**config.mk**
```make
export PLATFORM = sky130hd
export DESIGN_NAME = nmea_coordinate_to_microdegrees
export DESIGN_NICKNAME = d
export VERILOG_FILES = /design/src/rtl/nmea_pkg.sv /design/src/rtl/nmea_coordinate_to_microdegrees.sv
export SDC_FILE = /design/constraint.sdc
export NUM_CORES = 1
export LEC_CHECK = 0
export BUFFER_PORTS_ARGS = -buffer_cell sky130_fd_sc_hd__buf_2
export CORE_MARGIN = 8
export CORE_UTILIZATION = 34
export CTS_CLUSTER_SIZE = 14
export DETAILED_ROUTE_END_ITERATION = 10
export HOLD_SLACK_MARGIN = 0.06
export PLACE_DENSITY = 0.57
export SETUP_SLACK_MARGIN = 0.5
export SYNTH_ARGS = -nofsm -noshare
export SYNTH_HDL_FRONTEND = slang
export SYNTH_SLANG_ARGS = --single-unit
```
**constraint.sdc**
```tcl
create_clock -name clk -period 6.48 [get_ports clk]
set_input_delay 0.648 -clock clk [delete_from_list [all_inputs] [get_ports clk]]
set_output_delay 0.648 -clock clk [all_outputs]
set_load 0.02 [all_outputs]
```
**src/rtl/nmea_pkg.sv**
```systemverilog
// Package for the NMEA coordinate parser: widths, character codes, sequencer states.
`default_nettype none
package nmea_pkg;

  localparam int     MAX_LEN_DEF = 11;
  localparam int     INT_DIG_W   = 3;
  localparam int     INT_DIG_MIN = 4;
  localparam int     INT_DIG_MAX = 5;
  localparam int     INT_DIG_SAT = 6;
  localparam int     DEG_W       = 10;
  localparam int     MD_W        = 30;
  localparam int     QW          = 21;
  localparam int     SW          = $clog2(QW);
  localparam int     SCALE_STEPS = 6;
  localparam longint MICRO       = 1000000;
  localparam logic [7:0] CH_POINT = 8'h2E;
  localparam logic [7:0] CH_ZERO  = 8'h30;
  localparam logic [7:0] CH_NINE  = 8'h39;

  typedef enum logic [2:0] {
    ST_IDLE,
    ST_EVAL,
    ST_SCALE,
    ST_DIV,
    ST_DONE
  } state_t;

  function automatic longint pow10(input int n);
    longint r;
    r = 1;
    for (int k = 0; k < n; k++) r = r * 10;
    return r;
  endfunction

endpackage
`default_nettype wire

```
**src/rtl/nmea_coordinate_to_microdegrees.sv**
```systemverilog
// NMEA ddmm.mmmm / dddmm.mmmm string to micro-degrees, shared add/subtract unit.
//
// Request channel: ch, last with ch_valid / ch_ready. One character per cycle
// while the parser is idle; last marks the end of the string.
// Result channel: ok, micro_degrees with res_valid / res_ready. One result per
// string, held in an output register until taken.
// After the last character ch_ready drops. A rejected string goes from the
// check state straight to the final state; an accepted one passes one check,
// 6 multiply-by-ten steps and 21 restoring-division steps, the latter two on one
// shared adder/subtractor, before the output register is loaded.
// Characters of the next string are taken while a result waits in the output
// register; if the receiver still stalls when the next result is ready, the
// sequencer holds in its final state and ch_ready stays low.
// Reset (synchronous, active high) clears the parser and drops res_valid.
`default_nettype none
module nmea_coordinate_to_microdegrees
  import nmea_pkg::*;
#(
  parameter int MAX_LEN = MAX_LEN_DEF
) (
  input  wire logic            clk,
  input  wire logic            rst,
  input  wire logic            ch_valid,
  output logic                 ch_ready,
  input  wire logic [7:0]      ch,
  input  wire logic            last,
  output logic                 res_valid,
  input  wire logic            res_ready,
  output logic                 ok,
  output logic [MD_W-1:0]      micro_degrees
);

  localparam int     CW        = $clog2(MAX_LEN + 2);
  localparam int     FRAC_MAX  = MAX_LEN - 5;
  localparam longint SCALE_MAX = pow10(FRAC_MAX);
  localparam int     NW        = $clog2(100 * SCALE_MAX);
  localparam int     DW        = $clog2(60 * SCALE_MAX + 1);
  localparam int     PW        = $clog2(100 * SCALE_MAX * MICRO);

  state_t state, state_next;

  logic [CW-1:0]        cnt;
  logic                 seen_point;
  logic                 bad;
  logic [INT_DIG_W-1:0] idig;
  logic [DEG_W-1:0]     deg;
  logic [3:0]           prev1, prev2;
  logic [NW-1:0]        n;
  logic [DW-1:0]        dv;
  logic                 okr;
  logic [PW-1:0]        p, ds;
  logic [QW-1:0]        q;
  logic [SW-1:0]        step;

  logic                 acc;
  logic [CW-1:0]        cnt_inc;
  logic                 in_range, is_digit, is_point;
  logic [3:0]           d;
  logic                 eval_ok;
  logic                 load_out;
  logic [PW:0]          add_a, add_b, add_sum;
  logic                 add_cin;

  assign acc      = ch_valid && ch_ready;
  assign cnt_inc  = (cnt <= CW'(MAX_LEN)) ? cnt + CW'(1) : cnt;
  assign in_range = cnt_inc <= CW'(MAX_LEN);
  assign is_digit = (ch >= CH_ZERO) && (ch <= CH_NINE);
  assign is_point = (ch == CH_POINT) && !seen_point;
  assign d        = ch[3:0];
  assign eval_ok  = !bad && (cnt <= CW'(MAX_LEN)) &&
                    ((idig == INT_DIG_W'(INT_DIG_MIN)) || (idig == INT_DIG_W'(INT_DIG_MAX)));
  assign load_out = (state == ST_DONE) && (!res_valid || res_ready);

  // shared unit: x*10 as (x<<3)+(x<<1), or p - ds with carry as the compare
  always_comb begin
    if (state == ST_SCALE) begin
      add_a   = {1'b0, PW'(p << 3)};
      add_b   = {1'b0, PW'(p << 1)};
      add_cin = 1'b0;
    end else begin
      add_a   = {1'b0, p};
      add_b   = {1'b0, ~ds};
      add_cin = 1'b1;
    end
    add_sum = add_a + add_b + (PW+1)'(add_cin);
  end

  always_comb begin
    state_next = state;
    ch_ready   = 1'b0;
    case (state)
      ST_IDLE: begin
        ch_ready = 1'b1;
        if (ch_valid && last) state_next = ST_EVAL;
      end
      ST_EVAL:  state_next = eval_ok ? ST_SCALE : ST_DONE;
      ST_SCALE: if (step == '0) state_next = ST_DIV;
      ST_DIV:   if (step == '0) state_next = ST_DONE;
      ST_DONE:  if (load_out) state_next = ST_IDLE;
      default:  state_next = ST_IDLE;
    endcase
  end

  always_ff @(posedge clk) begin
    if (rst) state <= ST_IDLE;
    else     state <= state_next;
  end

  // parser state
  always_ff @(posedge clk) begin
    if (rst || load_out) begin
      cnt        <= '0;
      seen_point <= 1'b0;
      bad        <= 1'b0;
      idig       <= '0;
      deg        <= '0;
      prev1      <= '0;
      prev2      <= '0;
      n          <= '0;
      dv         <= DW'(60);
    end else if (acc) begin
      cnt <= cnt_inc;
      if (is_point) begin
        seen_point <= 1'b1;
      end else if (is_digit) begin
        if (in_range) begin
          if (seen_point) begin
            n  <= NW'({n, 3'b0}) + NW'({n, 1'b0}) + NW'(d);
            dv <= DW'({dv, 3'b0}) + DW'({dv, 1'b0});
          end else if (idig < INT_DIG_W'(INT_DIG_MAX)) begin
            if (idig >= INT_DIG_W'(2)) begin
              deg <= DEG_W'({deg, 3'b0}) + DEG_W'({deg, 1'b0}) + DEG_W'(prev2);
            end
            prev2 <= prev1;
            prev1 <= d;
            n     <= NW'({prev1, 3'b0}) + NW'({prev1, 1'b0}) + NW'(d);
            idig  <= idig + INT_DIG_W'(1);
          end else begin
            idig <= INT_DIG_W'(INT_DIG_SAT);
          end
        end
      end else begin
        bad <= 1'b1;
      end
    end
  end

  // arithmetic sequence
  always_ff @(posedge clk) begin
    case (state)
      ST_EVAL: begin
        okr  <= eval_ok;
        p    <= PW'(n);
        ds   <= PW'(dv) << (QW - 1);
        q    <= '0;
        step <= SW'(SCALE_STEPS - 1);
      end
      ST_SCALE: begin
        p    <= add_sum[PW-1:0];
        step <= (step == '0) ? SW'(QW - 1) : step - SW'(1);
      end
      ST_DIV: begin
        if (add_sum[PW]) p <= add_sum[PW-1:0];
        q    <= {q[QW-2:0], add_sum[PW]};
        ds   <= ds >> 1;
        step <= step - SW'(1);
      end
      default: begin
        step <= step;
      end
    endcase
  end

  // output register
  always_ff @(posedge clk) begin
    if (rst) begin
      res_valid <= 1'b0;
    end else if (load_out) begin
      res_valid <= 1'b1;
    end else if (res_ready) begin
      res_valid <= 1'b0;
    end
  end

  always_ff @(posedge clk) begin
    if (load_out) begin
      ok            <= okr;
      micro_degrees <= okr ? (MD_W'(deg) * MD_W'(MICRO) + MD_W'(q)) : '0;
    end
  end

  a_rej_zero: assert property (@(posedge clk) disable iff (rst)
    (res_valid && !ok) |-> (micro_degrees == '0))
    else $error("rejected result carries a nonzero value");

  a_range: assert property (@(posedge clk) disable iff (rst)
    res_valid |-> (micro_degrees <= MD_W'(1000666667)))
    else $error("result above largest coordinate");

  a_div_bound: assert property (@(posedge clk) disable iff (rst)
    (state == ST_DIV) |-> ({1'b0, p} < {ds, 1'b0}))
    else $error("division remainder out of bound");

  a_last_busy: assert property (@(posedge clk) disable iff (rst)
    (ch_valid && ch_ready && last) |=> !ch_ready)
    else $error("request taken right after final character");

endmodule
`default_nettype wire

```
==> flow_metrics.tcl <==
set metrics [dict create \
    synth_seq_cells 233 \
    clock_latency_ps 560 \
    first_pass_iters 5 \
    cts_tree "built" \
    cts_hold_buf 0 \
    fin_area_mm2 0.0201 \
    rsz0062_at_grt "no" \
    antenna_found_initial 1 \
    avgSynthCellArea_um2 8.66 \
    initialDrtViolationCount 816 \
    yosys_warnings 0 \
    worstPathArrival_ps 6030 \
    rr_startpoint "deg[3]$_SDFFE_PP0P_" \
    port_buffers 45 \
    wl_per_cell_um 14.9 \
    grt_max_degree 98 \
    peakVddDrop_v 0.000180 \
    holdCritPathClass "input pin to register" \
    clock_skew_ps 13.8 \
    fp.dieH_um 248 \
    required_ps 6790 \
    ff_latch_area_mm2 0.00618 \
    via_per_inst 5.11 \
    nets 2397 \
    p_total_mw 4.61 \
    grt_pass1_vias 14200 \
    path_clk_slew_ps 60 \
    outcome "completed" \
    seq_area_frac_synth_pct 33.8 \
    setup.worst_path.class "register to register" \
    place_area_mm2 0.0192 \
    synth_top_area_share_pct 24.8 \
    gr-usage-all-layers_pct 13.6 \
    root_buffer "clkbuf_16" \
    cts_buffer_depth 3 \
    timing.final.crit_share_pct 88.3 \
    syn_to_final_growth_pct 9.88 \
    timing.fmax_mhz 175 \
    cp-start-kind "register" \
    tns_ps 0 \
    fin_crit_ps 5720 \
    yosys-top-cells-area "edfxtp_1, ha_1, dfxtp_1, nand2_1, a21oi_1" \
    crit_fanout 7 \
    floorplan.die_area_mm2 0.0614 \
    fp.dieW_um 248 \
    totalWireLength_mm 42.4 \
    synth_cell_types 79 \
    diodes 0 \
    n_fill_cell 5409 \
    start_util_pct 34.2 \
    netlist_area_mm2 0.0183 \
    slew_violations 0 \
    htree_levels 1 \
    layout-drive-gt1-share_pct 6.25 \
    yosys.area.top_type "edfxtp_1" \
    critPathCaptureType "register" \
    drv_cap 0 \
    hp-start "rst" \
    drc 0 \
    synth_ff_type "edfxtp_1" \
    final_core_util_pct 37.5 \
    ios 46 \
    async_flop_share_pct 0 \
    coreArea_mm2 0.0535 \
    grt_pass1_wl_mm 70.1 \
    worst_slew_pin_slew_ps 1110 \
    synth_edf_count 151 \
    power.density_mw_per_mm2 229 \
    hpwl_mm 32.3 \
    grt-ovfl-total 0 \
    setup_viol 0 \
    max_slew_margin_pct 26.3 \
    p_leak_nw 9.11 \
    drtAntennaViolNets 0 \
    cts.sinks 233 \
    gp_congestion 0.849 \
    numCtsBuffers 27 \
    syn_nets 2384 \
    num_rows 85 \
    hold_viol_final 0 \
    worstSetupStartpoint "deg[3]$_SDFFE_PP0P_" \
    vias 14500 \
    syn-instance-count 2109 \
    multi_input_area_mm2 0.0114 \
]
-- sequential cells by signal, summed over array words and instances (netlist names), 4 cells and up, named ones only --
register       cells
ds                46
p                 47
q                 21
n                 27
prev1              4
dv                24
prev2              4
deg               10
step               5
micro_degrees     30
-- worst max-delay path: stages, from the launching register on --
cell and delay [ps]:
dfxtp_2 390, inv_1 100, fa_1 490, inv_1 60
ha_1 300, fa_1 480, inv_1 50, fa_1 490
fa_1 510, inv_1 40, ha_1 340, nand4b_1 200
or4_4 580, a31oi_1 180, o21ai_1 70, o211a_2 140
or4_4 550, nor4b_4 280, xnor2_1 80, and2_1 150
-- power breakdown --
part	internal, mW	total [mW]	switching (mW)
Combinational	0.462	1.25	0.785
Clock	0.800	1.45	0.652
Sequential	1.79	1.91	0.112
-- final cells by class --
cell class	instances	area share (%)
inverters	100	1.88
clock inverters	16	0.530
well taps	696	4.34
flip-flops and latches	233	30.8
multi-input cells	1694	56.9
repair buffers	66	1.97
clock buffers	34	3.60
-- timing repair --
item / in CTS / in global routing
setup buffers: 0 / 1
gates resized for setup: 0 / 2
endpoints found under the setup margin: 0 / 5
-- layer usage --
layer / track usage, % / up-vias / part of all wire [%]
met3: 2.00 / 61 / 3.8
met2: 22.6 / 205 / 45
li1: - / 7485 / -
met1: 18.0 / 6744 / 49
met4: 4.37 / 2 / 2.7
met5: 0 / - / 0.031
-- cell usage after synthesis, drive strengths merged (4+ instances only) --
master,count
nor4b,5
and3,56
clkbuf,77
o31ai,8
nand4,13
xor2,50
o31a,6
nand3b,5
nand2b,23
inv,99
a211oi,27
o21a,14
o211ai,12
o21ai,113
or4,5
dfxtp,82
nor3b,9
fa,35
ha,227
a22oi,7
nor4,4
a31oi,17
nor2b,13
a21oi,199
mux2i,4
o22ai,4
nor2,172
buf,5
nand3,27
nand2,387
a21o,56
and2,20
xnor2,77
a21boi,6
or3,10
o21bai,15
edfxtp,151
nor3,18
or2,4
-- logic make-up (layout without fill, tap and decap cells) --
kind of cell | after synthesis | in the layout | share of synthesized area (%)
AO/OA/AOI/OAI | 518 | 518 | 17.3
XOR/XNOR | 127 | 127 | 6.13
adder cells (fa/ha/maj) | 262 | 262 | 19.4
buffers and inverters | 182 | 216 | 3.78
flip-flops | 233 | 233 | 33.8
multiplexers | 5 | 5 | 0.281
AND/OR/NAND/NOR | 782 | 782 | 19.3
-- cell usage in the layout, fill, tap and decap left out, types with 12 or more instances in the layout --
| cell | synthesis | routed |
|---|---|---|
| ha_1 | 227 | 227 |
| fa_1 | 35 | 35 |
| o211ai_1 | 12 | 12 |
| o21bai_1 | 15 | 15 |
| inv_1 | 99 | 98 |
| dfxtp_1 | 82 | 81 |
| nor3_1 | 18 | 18 |
| nor2b_1 | 13 | 12 |
| xnor2_1 | 76 | 76 |
| nor2_1 | 172 | 171 |
| xor2_1 | 50 | 50 |
| nand2_1 | 387 | 387 |
| buf_2 | 0 | 45 |
| clkbuf_16 | 0 | 28 |
| a31oi_1 | 17 | 17 |
| nand4_1 | 12 | 12 |
| a211oi_1 | 26 | 26 |
| nand3_1 | 27 | 27 |
| o21a_1 | 14 | 14 |
| and2_1 | 20 | 20 |
| nand2b_1 | 23 | 22 |
| buf_4 | 0 | 20 |
| and3_1 | 56 | 56 |
| o21ai_0 | 111 | 111 |
| edfxtp_1 | 151 | 151 |
| a21o_1 | 56 | 56 |
| a21oi_1 | 199 | 198 |
-- stage by stage --
step | setup WS [ps] | hold slack [ps] | instances
finish | 759 | 346 | 2839
global route | 510 | 342 | 2839
CTS | 602 | 310 | 2838
detailed placement | 625 | 458 | 2788
global placement | 695 | 456 | 2788
floorplan | 791 | 425 | 2109
-- path summary, 6_finish.rpt --
path / to / slack [ps] / depth (start not counted)
worst max-delay path: micro_degrees[29]$_SDFFCE_PN0P_ / 760 / 19
worst min-delay path: state[2]$_SDFFE_PP0P_ / 350 / 2
worst max register to register: micro_degrees[29]$_SDFFCE_PN0P_ / 760 / 19
worst min register to register: prev2[0]$_SDFFE_PP0P_ / 460 / 2
No activity file was read; power rests on OpenSTA's default activity.
